### config.mk
export PLATFORM = sky130hd
export DESIGN_NAME = sdc_front
export DESIGN_NICKNAME = d
export VERILOG_FILES = /design/src/design/sdc_pkg.sv /design/src/design/sdc_front.sv
export SDC_FILE = /design/constraint.sdc
export NUM_CORES = 1
export LEC_CHECK = 0
export BUFFER_PORTS_ARGS = -buffer_cell sky130_fd_sc_hd__clkbuf_2
export CELL_PAD_IN_SITES_DETAIL_PLACEMENT = 1
export CELL_PAD_IN_SITES_GLOBAL_PLACEMENT = 2
export CORE_UTILIZATION = 10
export DETAILED_ROUTE_END_ITERATION = 10
export PLACE_DENSITY = 0.95
export SLEW_MARGIN = 20
export SYNTH_ARGS = -nofsm -noshare
export SYNTH_HDL_FRONTEND = slang
export SYNTH_SLANG_ARGS = --single-unit
### constraint.sdc
create_clock -name vclk -period 0.9
set_input_delay 0.18 -clock vclk [all_inputs]
set_output_delay 0.18 -clock vclk [all_outputs]
set_load 0.03 [all_outputs]
### src/design/sdc_pkg.sv
`timescale 1ns / 1ps
// ----------------------------------------------------------------------------
// sdc_pkg: shared types and constants of the sector disk controller
// Window map, command codes and the decoded operation that travels from the
// front end through the queue to the back end.
// ----------------------------------------------------------------------------
package sdc_pkg;

  // Default geometry
  localparam int SECTOR_BYTES_DEF = 512;
  localparam int DISK_BLOCKS_DEF  = 64;

  // Bus window
  localparam int             ADDR_W     = 16;
  localparam logic [15:0]    WIN_BASE   = 16'hD000;
  localparam int             WIN_SIZE   = 'h400;
  localparam int             OFF_W      = $clog2(WIN_SIZE);
  localparam logic [OFF_W-1:0] OFF_BLK_LAST = OFF_W'('h003);
  localparam logic [OFF_W-1:0] OFF_ERR      = OFF_W'('h007);
  localparam logic [OFF_W-1:0] OFF_CMD      = OFF_W'('h00B);
  localparam logic [OFF_W-1:0] OFF_BUF      = OFF_W'('h200);
  // Widest buffer index the upper half of the window can address
  localparam int             BUF_IDX_W  = $clog2(WIN_SIZE - 'h200);

  // Bus access kinds
  localparam logic OPC_READ  = 1'b0;
  localparam logic OPC_WRITE = 1'b1;

  // Command codes
  localparam logic [7:0] CMD_LOAD  = 8'h00;
  localparam logic [7:0] CMD_STORE = 8'h01;

  // Error code for a block beyond the disk
  localparam logic [7:0] ERR_RANGE = 8'h01;

  // Queue between front and back
  localparam int QUEUE_DEPTH = 2;
  localparam int QPTR_W      = (QUEUE_DEPTH > 1) ? $clog2(QUEUE_DEPTH) : 1;
  localparam int QCNT_W      = $clog2(QUEUE_DEPTH + 1);

  // Decoded target of an access
  typedef enum logic [2:0] {
    KIND_NONE = 3'd0,
    KIND_BLK  = 3'd1,
    KIND_ERR  = 3'd2,
    KIND_CMD  = 3'd3,
    KIND_BUF  = 3'd4
  } op_kind_t;

  typedef struct packed {
    op_kind_t             kind;
    logic                 is_write;
    logic [1:0]           sel;
    logic [BUF_IDX_W-1:0] buf_idx;
    logic [7:0]           data;
  } op_t;

endpackage

### src/design/sdc_front.sv
`timescale 1ns / 1ps
// ----------------------------------------------------------------------------
// sdc_front: request acceptance and address decode
// Takes bus transactions, classifies them against the window map and
// pushes a decoded operation into the queue.
// ----------------------------------------------------------------------------
module sdc_front #(
  parameter int SECTOR_BYTES = sdc_pkg::SECTOR_BYTES_DEF
) (
  input  logic                       req_valid,
  output logic                       req_ready,
  input  logic                       opcode,
  input  logic [sdc_pkg::ADDR_W-1:0] bus_address,
  input  logic [7:0]                 write_byte,
  input  logic                       clearing,
  input  logic                       q_full,
  output logic                       push,
  output sdc_pkg::op_t               push_op
);
  import sdc_pkg::*;

  logic             in_win;
  logic [OFF_W-1:0] off;
  logic [OFF_W-1:0] buf_off;

  assign req_ready = !q_full && !clearing;
  assign push      = req_valid && req_ready;

  assign in_win  = (bus_address >= WIN_BASE) &&
                   (bus_address < (WIN_BASE + ADDR_W'(WIN_SIZE)));
  assign off     = OFF_W'(bus_address - WIN_BASE);
  assign buf_off = off - OFF_BUF;

  // Classify the access
  always_comb begin
    push_op.is_write = (opcode == OPC_WRITE);
    push_op.sel      = off[1:0];
    push_op.buf_idx  = buf_off[BUF_IDX_W-1:0];
    push_op.data     = write_byte;
    push_op.kind     = KIND_NONE;
    if (in_win) begin
      if (off <= OFF_BLK_LAST) begin
        push_op.kind = KIND_BLK;
      end else if (off == OFF_ERR) begin
        push_op.kind = KIND_ERR;
      end else if (off == OFF_CMD) begin
        push_op.kind = KIND_CMD;
      end else if ((off >= OFF_BUF) && (buf_off < OFF_W'(SECTOR_BYTES))) begin
        push_op.kind = KIND_BUF;
      end
    end
  end

endmodule

==> impl_metrics.ini, run 1 <==
[synthesis]
ys_warn_count = 0
synth-xor-area-share_pct = 3.76
synthSimpleGateAreaFrac_pct = 26.3
synth_top_area_share_pct = 64.5
synth.most_common_cell = buf_4
synthAdderAreaFrac_pct = 0
synth_compound_area_share_pct = 5.38
synthMuxAreaShare_pct = 0
synth_top_family_by_area = buffers and inverters
postSynthCellCount = 32
synth_area_per_cell_sq_um = 7.27
synth_area_sq_um = 233
synth_area_leaders = buf_4 (65%), a211oi_2 (5.4%), nor4_2 (5.4%)
synth_top_area_cell = buf_4
synth_seq_area_share_pct = 0
syn_nets = 60
synth_top_cells_by_count = buf_4 (20), nor2_1 (3)
yosysUniqueCellTypes = 11

[critical_path]
start_kind = input port
arrival_ps = 1180
end_kind = primary output
cp_max_fo = 2
worstSetupPathType = input port to primary output
cp.required_ps = 720

[global_route]
track_usage_pct = 5.23
antenna_found_initial = 0
grt_pass1_wl_um = 1090
grt_pass1_vias = 300
grt_start_max_net_pins = 4
grt-ovfl-total = 0

[power_and_ir_drop]
power.density_nw_per_um2 = 468
leakagePower_uw = 0.000222
p_total_uw = 193
ir_drop_uv = 147

[detailed_routing]
wl_per_cell_um = 8.46
firstDrtPassIters = 2
drc = 0
antenna_left = 0
viasPerCell = 3.41
totalWireLength_um = 685
num_vias = 276
drt_iter0_markers = 1

[placed_design]
dpl.hpwl_um = 665
post-place-cells = 81
portBuffers = 35
gp_congestion = 0.655

[timing]
holdWs_ps = 360
fmax_mhz = 736
slew_headroom_pct = 82.4
slew_violations = 0
fin_crit_sh_pct = 151
tightestPinTransition_ps = 262
fin_tns_setup_ps = -1020
period_minus_slack_ps = 1360
setup_viol = 3
hold_viol = 0
setup_ws_ps = -459
rsz0062_at_grt = yes

[flow_run]
maxCapViolCount = 0

[die]
die_area_sq_um = 2520
die_h_um = 50.2
start_util_pct = 10.5
ios = 53
die_x_um = 50.2
placement_rows = 17
core_area_sq_um = 2210

[cells_and_area]
nets = 83
clkbuf_count = 0
nFillCells = 280
final_cells = 81
syn2layout_area_growth_pct = 76.9
register_area_sq_um = 0
seq_cells = 0
final_layout_size_suffix_gt1_share_pct = 88.7
n_antenna_cell = 0
multiInputGateArea_sq_um = 120

[min_path]
hold_depth = 0
hp-class = input port to primary output

[status]
status = finished, violations left
failed_checks = setup timing

[clock_network]
post_cts_buffers = 0
[metal layers]
layer	vias up	wire, um	part of all wire (%)	global-route usage, %
met5	-	0	0	0
met4	0	0	0	0.952
met3	0	99	14	1.52
met2	20	407	59	11.8
met1	128	178	26	4.14
li1	128	-	-	-
[worst paths after layout]
check	endpoint	start	slack (ps)
hold / removal	push_op[2]	write_byte[2]	360
setup / recovery	push_op[20]	bus_address[7]	-460
[per-stage QoR]
step                      utilization [%]  area (sq um)  setup slack [ps]
after floorplan                         -           262              -310
after detailed placement             16.6           367              -519
after global placement               16.6           367              -463
after CTS                            17.8           393              -490
after global routing                 18.6           412              -528
final                                18.6           412              -459
[layout make-up]
type | count | area share, %
multi-input combinational | 12 | 29.2
tap | 28 | 8.51
timing repair buffer | 41 | 62.3
[where the power goes]
group          internal [uW]  leakage [uW]  switching (uW)
Clock                      0             0               0
Combinational           77.2      0.000222             115
Sequential                 0             0               0
[placed cells by master (no fill, tap or decap)]
master and n:
nand2_1 1, buf_8 1, clkbuf_4 1, nor3_4 1, nor2_4 1, nor2_1 2
nand4_1 1, a211oi_4 1, and2_2 1, and3_2 1, and4b_1 1, nor4_4 1
buf_4 6, xnor2_1 1, clkbuf_8 2, buf_6 1, clkbuf_2 30
[what timing repair did]
| item | in CTS | in global routing |
|---|---|---|
| pin swaps | 1 | 3 |
| gates resized for setup | 6 | 5 |
| hold buffers | 0 | 0 |
| endpoints found under the setup margin | 3 | 4 |
[critical path, cell delays in order]
cell	delay, ps
buf_6	100
nor4_4	260
nand4_1	120
buf_4	170
a211oi_4	160
clkbuf_8	190
[cell families (layout without fill, tap and decap cells)]
family          count (synthesis)  count (layout)
buf+inv                        20              41
simple gates                   10              10
compound gates                  1               1
xor+xnor                        1               1
Power figures use the tool's default switching activity.
==> run 2, diff against run 1 <==
- MAX_ROUTING_LAYER: default -> met4
- TNS_END_PERCENT: default -> 10
==> impl_metrics.ini, run 2 (synthesis results as in run 1) <==
[power_and_ir_drop]
leakagePower_uw = 0.000207
power.density_nw_per_um2 = 471
ir_drop_uv = 147

[critical_path]
max_stage_delay_ps = 270
path_delay_family = buffers and inverters
worstSetupPathType = input port to primary output
end_kind = primary output
crit_chain = clkbuf_2 -> nor4_2 -> nand4_1 -> buf_4 -> a211oi_4 -> clkbuf_8
cp.required_ps = 720
cp_max_fo = 2
slowest_stage = nor4_2
start_kind = input port
arrival_ps = 1180
path_buf_inv = 3

[detailed_routing]
drc = 0
firstDrtPassIters = 2
num_vias = 260
wl_per_cell_um = 8.58
totalWireLength_um = 678
antenna_left = 0
drt_iter0_markers = 1
viasPerCell = 3.29

[cells_and_area]
layout_common_cells = clkbuf_2 (31), buf_4 (4), nor2_1 (3), clkbuf_8 (3)
clkbuf_count = 0
layout_commonest_cell = clkbuf_2
n_antenna_cell = 0
register_area_sq_um = 0
nets = 81
final_cells = 79
syn2layout_area_growth_pct = 59.1
final_layout_size_suffix_gt1_share_pct = 82.4
nFillCells = 292
multiInputGateArea_sq_um = 101
seq_cells = 0

[timing]
tightestPinTransition_ps = 259
fin_crit_sh_pct = 151
slew_headroom_pct = 82.6
hold_viol = 0
setup_viol = 3
fin_tns_setup_ps = -983
period_minus_slack_ps = 1360
slew_violations = 0
setup_ws_ps = -461
holdWs_ps = 360
rsz0062_at_grt = yes
fmax_mhz = 735

[die]
core_area_sq_um = 2210
die_area_sq_um = 2520
die_h_um = 50.2
placement_rows = 17
ios = 53
start_util_pct = 10.5
die_x_um = 50.2

[clock_network]
post_cts_buffers = 0

[placed_design]
gp_congestion = 0.659
post-place-cells = 79
portBuffers = 35

[flow_run]
maxCapViolCount = 0

[min_path]
hp-class = input port to primary output

[global_route]
grt-ovfl-total = 0
grt_start_max_net_pins = 4
grt_pass1_wl_um = 993
track_usage_pct = 4.91
grt_pass1_vias = 255
antenna_found_initial = 0

[status]
failed_checks = setup timing
status = finished, violations left
==> run 2: path summary, 6_finish.rpt <==
path | startpoint | endpoint | slack [ps] | cells past startpoint
max | bus_address[9] | push_op[20] | -460 | 6
min | write_byte[2] | push_op[2] | 360 | 0
==> run 2: layout make-up <==
type,count,share of cell area [%]
multi-input combinational,12,27.4
timing repair buffer,39,63.2
tap,28,9.46
==> run 2: power breakdown <==
group	switching (uW)	leakage [uW]	internal (uW)	total, uW
registers	0	0	0	0
clock network	0	0	0	0
logic	108	0.000207	66.2	174
==> run 2: repair_timing <==
action,CTS,global route
hold buffers,0,0
pin swaps,1,0
endpoints found under the hold margin,0,0
gates cloned,0,0
gates resized for setup,6,2
setup endpoints to repair,3,4
==> run 2: per-layer routing <==
metal | global-route usage (%) | vias to the layer above | share of wire, %
met1 | 3.95 | 113 | 30
met4 | 0.476 | 0 | 0
met2 | 11.1 | 22 | 58
met5 | - | - | 0
met3 | 0.909 | 0 | 11
li1 | - | 125 | -
==> run 2: through the flow <==
| step | setup slack (ps) | utilization (%) | power, uW | cell area (sq um) |
|---|---|---|---|---|
| after CTS | -474 | 16.6 | 176 | 368 |
| after global routing | -550 | 16.7 | 185 | 370 |
| final | -461 | 16.7 | 174 | 370 |
| after floorplan | -310 | - | 194 | 251 |
| after detailed placement | -501 | 15.4 | 174 | 342 |
| after global placement | -484 | 15.4 | 171 | 342 |
