--- src/design/sdc_pkg.sv ---
`timescale 1ns / 1ps
// ----------------------------------------------------------------------------
// sdc_pkg: shared types and constants of the sector disk controller
// Window map, command codes and the decoded operation that travels from the
// front end through the queue to the back end.
// ----------------------------------------------------------------------------
package sdc_pkg;

  // Default geometry
  localparam int SECTOR_BYTES_DEF = 512;
  localparam int DISK_BLOCKS_DEF  = 64;

  // Bus window
  localparam int             ADDR_W     = 16;
  localparam logic [15:0]    WIN_BASE   = 16'hD000;
  localparam int             WIN_SIZE   = 'h400;
  localparam int             OFF_W      = $clog2(WIN_SIZE);
  localparam logic [OFF_W-1:0] OFF_BLK_LAST = OFF_W'('h003);
  localparam logic [OFF_W-1:0] OFF_ERR      = OFF_W'('h007);
  localparam logic [OFF_W-1:0] OFF_CMD      = OFF_W'('h00B);
  localparam logic [OFF_W-1:0] OFF_BUF      = OFF_W'('h200);
  // Widest buffer index the upper half of the window can address
  localparam int             BUF_IDX_W  = $clog2(WIN_SIZE - 'h200);

  // Bus access kinds
  localparam logic OPC_READ  = 1'b0;
  localparam logic OPC_WRITE = 1'b1;

  // Command codes
  localparam logic [7:0] CMD_LOAD  = 8'h00;
  localparam logic [7:0] CMD_STORE = 8'h01;

  // Error code for a block beyond the disk
  localparam logic [7:0] ERR_RANGE = 8'h01;

  // Queue between front and back
  localparam int QUEUE_DEPTH = 2;
  localparam int QPTR_W      = (QUEUE_DEPTH > 1) ? $clog2(QUEUE_DEPTH) : 1;
  localparam int QCNT_W      = $clog2(QUEUE_DEPTH + 1);

  // Decoded target of an access
  typedef enum logic [2:0] {
    KIND_NONE = 3'd0,
    KIND_BLK  = 3'd1,
    KIND_ERR  = 3'd2,
    KIND_CMD  = 3'd3,
    KIND_BUF  = 3'd4
  } op_kind_t;

  typedef struct packed {
    op_kind_t             kind;
    logic                 is_write;
    logic [1:0]           sel;
    logic [BUF_IDX_W-1:0] buf_idx;
    logic [7:0]           data;
  } op_t;

endpackage

--- src/design/sdc_queue.sv ---
`timescale 1ns / 1ps
// ----------------------------------------------------------------------------
// sdc_queue: short FIFO of decoded operations
// Decouples the decoding front end from the executing back end.
// ----------------------------------------------------------------------------
module sdc_queue (
  input  logic         clk,
  input  logic         rst,
  input  logic         push,
  input  sdc_pkg::op_t push_op,
  input  logic         pop,
  output logic         full,
  output logic         not_empty,
  output sdc_pkg::op_t head_op
);
  import sdc_pkg::*;

  op_t               entries [QUEUE_DEPTH];
  logic [QPTR_W-1:0] wr_ptr;
  logic [QPTR_W-1:0] rd_ptr;
  logic [QCNT_W-1:0] count;

  assign full      = (count == QCNT_W'(QUEUE_DEPTH));
  assign not_empty = (count != '0);
  assign head_op   = entries[rd_ptr];

  // Store pushed entries
  always_ff @(posedge clk) begin
    if (push) begin
      entries[wr_ptr] <= push_op;
    end
  end

  // Advance pointers and occupancy
  always_ff @(posedge clk) begin
    if (rst) begin
      wr_ptr <= '0;
      rd_ptr <= '0;
      count  <= '0;
    end else begin
      if (push) begin
        wr_ptr <= (wr_ptr == QPTR_W'(QUEUE_DEPTH - 1)) ? '0 : wr_ptr + 1'b1;
      end
      if (pop) begin
        rd_ptr <= (rd_ptr == QPTR_W'(QUEUE_DEPTH - 1)) ? '0 : rd_ptr + 1'b1;
      end
      if (push && !pop) begin
        count <= count + 1'b1;
      end else if (pop && !push) begin
        count <= count - 1'b1;
      end
    end
  end

endmodule

--- config.mk ---
export PLATFORM = sky130hd
export DESIGN_NAME = sdc_queue
export DESIGN_NICKNAME = d
export VERILOG_FILES = /design/src/design/sdc_pkg.sv /design/src/design/sdc_queue.sv
export SDC_FILE = /design/constraint.sdc
export NUM_CORES = 1
export LEC_CHECK = 0
export BUFFER_PORTS_ARGS = -buffer_cell sky130_fd_sc_hd__buf_2
export CAP_MARGIN = 10
export CORE_AREA = 3 3 78 80
export DETAILED_ROUTE_END_ITERATION = 16
export DIE_AREA = 0 0 81 83
export GPL_TIMING_DRIVEN = 0
export SYNTH_ARGS = -nofsm -noshare
export SYNTH_HDL_FRONTEND = slang
export SYNTH_SLANG_ARGS = --single-unit
--- constraint.sdc ---
create_clock -name clk -period 2.45 [get_ports clk]
set_input_delay 0.735 -clock clk [delete_from_list [all_inputs] [get_ports clk]]
set_output_delay 0.735 -clock clk [all_outputs]
set_load 0.1 [all_outputs]
==> results.cfg, run 1 <==
[finish]
post-route-util_pct = 43.2
antenna_cells = 0
synthToLayoutAreaGrowth_pct = 26.8
drive_above_1_share_pct = 57.5
final_cells = 225
final_nets = 180
seqCellArea_um2 = 1480
fillers = 512
multi_input_area_um2 = 368

[synth]
synth_edf_count = 46
synthCells = 93
async_reset_ff_share_pct = 0
syn_area_um2 = 1870
ys_ff_latch = 51
ys_warn_count = 0
synth.distinct_cells = 16
avgSynthCellArea_um2 = 20.1
syn_nets = 121
synthFlopType = edfxtp_1
yosysSeqAreaShare_pct = 79.4

[sta]
relSlewSlack_pct = 27.0
skew_ns = 0.00573
rsz0062_at_grt = false
slew_violations = 0
max_freq_ghz = 0.422
tns_ns = 0
period_share_pct = 96.8
period_needed_ns = 2.37
worstMarginPinSlew_ns = 1.10
setup_violations = 0
hold_violations = 0

[placed_design]
gp_congestion = 0.598
hpwl_mm = 2.14
portBuffers = 51
place_inst = 217

[worst_setup_path]
worst_ep_arrival_time_ns = 1.64
crit_path_max_fanout = 10
worst-setup-path-type = flip-flop to output pin
cp.required_ns = 1.71
endpoint_kind = output pin
cp-start-kind = flip-flop

[cts]
cts_sinks = 51
insertion_delay_ns = 0.29
clockRootBuffer = clkbuf_8
cts_tree = yes
cts_setup_buffers = 0
cts_max_level = 2
cts_hold_buf = 0
cts_inserted_buffers = 5
clk_pin_slew_worst_paths_ns = 0.09
cts_buffer_depth = 2
cts-resized-gates = 0

[power]
p_total_uw = 2250
p_leak_uw = 0.000900
ir_worst_vdd_mv = 0.333
power_density_nw_per_um2 = 950

[grt]
grt_max_degree = 24
grt_pass1_wl_mm = 5.02
grt_pass1_vias = 1085
grt_overflow = 0
grt_usage_pct = 9.89
antenna_found_initial = 0

[die]
io-pin-count = 52
dieArea_um2 = 6720
core_area_um2 = 5470
die_x_um = 81
die_height_um = 83
fp-row-count = 27
start_util_pct = 34.1

[run_status]
status = finished, final reports clean

[hold_path]
hold_class = flip-flop to flip-flop

[route]
drt_iter0_drc = 23
first_pass_iters = 3
dr_total_vias = 954
ant_nets = 0
drt-total-wl_mm = 3.08
drc = 0
vias_per_cell = 4.24
wire_per_inst_um = 13.7

[run]
drv_cap = 0
path summary, 6_finish.rpt:
kind | endpoint | slack [ns] | depth (start not counted) | from
worst min-delay path | count[1] | 0.51 | 2 | count[1]
worst min register to register | count[1] | 0.51 | 2 | count[1]
worst max-delay path | head_op[6] | 0.08 | 3 | flip-flop
worst max register to register | entries[1][10] | 0.81 | 1 | wr_ptr
worst max-delay path: stages, from the launching register on:
cell,delay (ns)
dfxtp_1,0.44
buf_4,0.24
mux2_2,0.36
buf_2,0.30
cells in the mapped netlist, drive strengths merged (2+ instances only):
library cell | count | area share [%]
buf | 2 | 0.80
nor2 | 4 | 0.80
xor2 | 2 | 0.94
xnor2 | 2 | 0.94
dfxtp | 5 | 5.4
mux2 | 23 | 14
edfxtp | 46 | 74
flip-flops by register name, indices dropped and copies added, names as in the netlist, named ones only:
register / count
rd_ptr: 1
count: 2
entries: 46
wr_ptr: 1
power by group:
group,leakage (uW),switching (uW),internal (uW)
logic,0.000362,440,111
registers,0.000473,18.9,1010
clock network,0.0000644,259,407
through the flow:
step	hold slack, ns	cell area (um2)	setup WS, ns
2_1_floorplan	0.456	1870	0.246
3_3_place_gp	0.471	2210	-0.455
3_5_place_dp	0.501	2230	0.243
4_1_cts	0.515	2360	0.0591
5_1_grt	0.565	2360	0.0159
6_report	0.513	2360	0.0783
cell type report:
cell class | count | share of cell area (%)
Sequential cell | 51 | 62.6
Multi-Input combinational cell | 39 | 15.6
Timing Repair Buffer | 52 | 11.4
Tap cell | 72 | 3.81
Clock buffer | 5 | 2.91
Clock inverter | 3 | 2.86
Buffer | 2 | 0.635
Inverter | 1 | 0.159
cell families (layout without fill, tap and decap cells):
kind of cell / after synthesis / count (layout) / share of synthesized area [%]
multiplexers: 23 / 23 / 13.9
adder cells (fa/ha/maj): 1 / 1 / 0.671
XOR/XNOR: 4 / 4 / 1.88
AND/OR/NAND/NOR: 9 / 9 / 2.62
buffers and inverters: 3 / 63 / 1.01
AO/OA/AOI/OAI: 2 / 2 / 0.536
flip-flops: 51 / 51 / 79.4
placed cells by master (no fill, tap or decap), types with 2 or more instances in the layout:
cell / Yosys / final
buf_2: 0 / 51
buf_4: 2 / 2
bufinv_16: 0 / 2
clkbuf_8: 0 / 5
dfxtp_1: 5 / 5
edfxtp_1: 46 / 46
mux2_2: 23 / 23
nor2_1: 4 / 4
xnor2_1: 2 / 2
xor2_1: 2 / 2
per-layer routing:
metal	vias to the layer above	global-route usage, %	wire length (um)
li1	468	-	-
met1	450	11.0	1260
met2	31	17.2	1610
met3	5	2.60	176
met4	0	4.61	35
met5	-	0	0
(Power assumes the default switching activity.)
==> inputs of run 2 (changes only) <==
BUFFER_PORTS_ARGS = unset   (was -buffer_cell sky130_fd_sc_hd__buf_2)
DONT_BUFFER_PORTS = 1   (was unset)
REMOVE_ABC_BUFFERS = 1   (was unset)
==> results.cfg, run 2 (synthesis gave the netlist of run 1 again) <==
[run_status]
status = finished, final reports clean

[power]
ir_worst_vdd_mv = 0.341
p_total_uw = 1950
p_leak_uw = 0.000664
power_density_nw_per_um2 = 954

[cts]
cts_hold_buf = 0
cts_setup_buffers = 0
cts-resized-gates = 1
cts_buffer_depth = 2
clockRootBuffer = clkbuf_8
clk_pin_slew_worst_paths_ns = 0.08
cts_tree = yes
cts_max_level = 2
insertion_delay_ns = 0.29
cts_inserted_buffers = 5
cts_sinks = 51

[worst_setup_path]
max_stage_delay_ns = 0.69
worst-setup-path-type = flip-flop to output pin
cp.required_ns = 1.71
endpoint_kind = output pin
slowest_stage = dfxtp_2
critical_path.cell_chain = mux2_2
path_delay_family = flip-flops
crit_buf_inv = 0
crit_path_max_fanout = 23
r2r_slack_ns = 0.82
worst_ep_arrival_time_ns = 1.62
cp-start-kind = flip-flop

[grt]
grt_pass1_wl_mm = 4.22
grt_pass1_vias = 799
grt_usage_pct = 8.54
grt_max_degree = 24
grt_overflow = 0
antenna_found_initial = 0

[run]
drv_cap = 0

[finish]
fillers = 535
post-route-cell-area_um2 = 2040
reg_top3 = entries (46), count (2)
largest_register_ffs = 46
drive_above_1_share_pct = 35.0
final_common_cell = edfxtp_1
top_register = entries
synthToLayoutAreaGrowth_pct = 9.59
layout_common_cells = 46 x edfxtp_1, 23 x mux2_2, 5 x clkbuf_8
post-route-util_pct = 37.4
antenna_cells = 0
final_nets = 127

[die]
die_x_um = 81
fp-row-count = 27
core_area_um2 = 5470
start_util_pct = 34.1
dieArea_um2 = 6720
io-pin-count = 52
die_height_um = 83

[sta]
setup_violations = 0
holdWs_ns = 0.497
skew_ns = 0.00381
max_freq_ghz = 0.425
slew_violations = 0
relSlewSlack_pct = 29.1
hold_violations = 0
rsz0062_at_grt = false
worstMarginPinSlew_ns = 1.06
period_share_pct = 95.9
period_needed_ns = 2.35

[route]
drt_iter0_drc = 31
drt-total-wl_mm = 2.82
first_pass_iters = 3
ant_nets = 0
drc = 0
wire_per_inst_um = 16.4
vias_per_cell = 4.59
dr_total_vias = 789

[placed_design]
postPlaceCellArea_um2 = 1960
gp_congestion = 0.623
portBuffers = 0

[hold_path]
hold_class = input port to flip-flop
run 2: cell types whose count changed in the layout (fill, tap and decap cells not counted):
cell,previous run,this run
dfxtp_2,0,1
clkinv_2,0,1
bufinv_16,2,0
clkbuf_1,0,1
buf_4,2,0
dfxtp_1,5,4
buf_2,51,0
run 2: worst paths after layout:
path         startpoint            end  cells after the start
max           flip-flop    head_op[22]                      1
min                 rst      flip-flop                      1
max reg2reg      wr_ptr  entries[1][6]                      1
min reg2reg    count[1]       count[1]                      2
run 2: final cells by class:
type	count	area [um2]	share of cell area, %
flip-flops and latches	51	1480	72.5
multi-input cells	39	368	18.0
well taps	72	90.1	4.41
clock buffers	6	72.6	3.55
repair buffers	1	15.0	0.734
clock inverters	2	12.5	0.612
inverters	1	3.75	0.184
run 2: routing by layer:
metal / share of wire [%] / global-route usage, % / vias to the layer above
li1: - / - / 363
met4: 0.64 / 2.76 / 0
met1: 36 / 8.61 / 381
met3: 12 / 5.42 / 4
met5: 0 / 0 / -
met2: 51 / 14.2 / 41
run 2: stage by stage:
stage	instances	setup slack [ns]	TNS [ns]
after floorplan	91	0.246	0
after global placement	163	-0.288	-6.59
after detailed placement	164	-0.0119	-0.116
after CTS	172	0.0530	0
after global routing	172	0.0158	0
final	172	0.0993	0
run 2: power by group:
| part | total (uW) | switching [uW] | internal (uW) |
|---|---|---|---|
| clock network | 438 | 239 | 199 |
| registers | 1040 | 30.3 | 1010 |
| logic | 472 | 406 | 65.7 |
| total | 1950 | 675 | 1280 |
==> inputs of run 3 (changes only) <==
ABC_AREA = 1   (was unset)
CORE_AREA = 2 2 78 80   (was 3 3 78 80)
DIE_AREA = 0 0 80 82   (was 0 0 81 83)
==> results.cfg, run 3 <==
[grt]
grt_pass1_wl_mm = 4.42
grt_overflow = 0
antenna_found_initial = 0
grt_pass1_vias = 933
grt_max_degree = 25
grt_usage_pct = 9.34

[power]
ir_worst_vdd_mv = 0.460
power_density_nw_per_um2 = 969
p_leak_uw = 0.000725
p_total_uw = 2050

[cts]
cts_max_level = 2
cts_tree = yes
insertion_delay_ns = 0.30
cts_sinks = 51
cts_setup_buffers = 0
clockRootBuffer = clkbuf_8
cts_buffer_depth = 2
cts_inserted_buffers = 5
clk_pin_slew_worst_paths_ns = 0.10
cts-resized-gates = 1
cts_hold_buf = 0

[hold_path]
hold_class = input port to flip-flop

[placed_design]
hpwl_mm = 1.97
portBuffers = 0
preCtsSetupSlack_ns = -0.0627
gp_congestion = 0.684

[route]
first_pass_iters = 4
wire_per_inst_um = 15.5
vias_per_cell = 4.48
drc = 0
ant_nets = 0
drt_iter0_drc = 33
dr_total_vias = 833
drt-total-wl_mm = 2.89

[die]
die_x_um = 80
fp-row-count = 28
start_util_pct = 32.9
core_area_um2 = 5750
die_height_um = 82
io-pin-count = 52
dieArea_um2 = 6560

[sta]
rsz0062_at_grt = true
worstMarginPinSlew_ns = 1.06
tns_ns = 0
slew_violations = 0
period_share_pct = 97.1
relSlewSlack_pct = 29.0
max_freq_ghz = 0.420
setup_violations = 0
skew_ns = 0.0114
finalWorstSetupSlack_ns = 0.0700
hold_violations = 0
period_needed_ns = 2.38

[worst_setup_path]
cp.required_ns = 1.71
worst_ep_arrival_time_ns = 1.65
crit_path_max_fanout = 23
max_stage_delay_ns = 0.70
path_delay_family = flip-flops
critical_path.cell_chain = mux2_2
cp-start-kind = flip-flop
crit_buf_inv = 0
worst-setup-path-type = flip-flop to output pin
slowest_stage = dfxtp_2
endpoint_kind = output pin

[synth]
ys_warn_count = 0
synthCells = 104
synth_top_area_share_pct = 73.1
ys_top_cells_by_area = edfxtp_1 73%, mux2_2 14%, dfxtp_1 5.3%, inv_1 1.8%, buf_6 1.2%
synth_top_area_cell = edfxtp_1
synthTopCellsByCount = 46 x edfxtp_1, 23 x mux2_2, 9 x inv_1, 6 x nand2_1, 6 x nor2_1
syn_area_um2 = 1890
ys_ff_latch = 51
yosysMostFrequentCell = edfxtp_1
synthFlopType = edfxtp_1
synth_edf_count = 46
avgSynthCellArea_um2 = 18.2
async_reset_ff_share_pct = 0
yosysSeqAreaShare_pct = 78.4
synth.distinct_cells = 14

[finish]
layout_common_cells = 46 x edfxtp_1, 22 x mux2_2, 9 x inv_1
drive_above_1_share_pct = 31.5
final_common_cell = edfxtp_1
reg_top3 = entries (46), count (2)
top_register = entries
fillers = 561
post-route-util_pct = 36.8
final_nets = 138
multi_input_area_um2 = 360
seqCellArea_um2 = 1480
synthToLayoutAreaGrowth_pct = 11.9
largest_register_ffs = 46
antenna_cells = 0

[run_status]
status = finished, final reports clean

[run]
drv_cap = 0
run 3: final timing paths:
check / from / endpoint / slack (ns) / cells after the start
hold / removal: rst / flip-flop / 0.49 / 1
setup reg to reg: wr_ptr / entries[1][21] / 0.92 / 2
hold reg to reg: wr_ptr / wr_ptr / 0.53 / 2
setup / recovery: flip-flop / head_op[1] / 0.07 / 1
run 3: logic make-up (layout without fill, tap and decap cells):
kind of cell	Yosys count	count (layout)	synth area share [%]
AOI/OAI and AO/OA	2	2	0.529
xor gates and xnor gates	1	1	0.464
adders and majority gates	1	1	0.662
buffers and inverters	11	18	2.98
DFF	51	51	78.4
muxes	23	23	13.7
and+or+nand+nor	15	15	3.24
run 3: layer usage:
layer	part of all wire (%)	global-route usage (%)	vias up
li1	-	-	391
met1	36	9.45	402
met2	54	16.7	38
met3	10	4.51	2
met4	0.41	3.56	0
met5	0	0	-
run 3: report_power, final:
| group | switching [uW] | internal (uW) | total, uW |
|---|---|---|---|
| clock | 268 | 309 | 577 |
| sequential | 27.6 | 1000 | 1030 |
| combinational | 381 | 61.7 | 443 |
| total | 677 | 1370 | 2050 |
run 3: stage by stage:
step | cells | hold WS, ns | instance area [um2]
after floorplan | 102 | 0.480 | 1870
after global placement | 177 | 0.493 | 1960
after detailed placement | 178 | 0.512 | 1990
after CTS | 186 | 0.472 | 2110
after global routing | 186 | 0.464 | 2110
final | 186 | 0.486 | 2110
run 3: cell type report:
class,count,area share (%)
Inverter,9,1.60
Sequential cell,51,70.1
Multi-Input combinational cell,42,17.0
Clock inverter,3,2.25
Timing Repair Buffer,1,1.30
Clock buffer,5,3.25
Tap cell,75,4.44
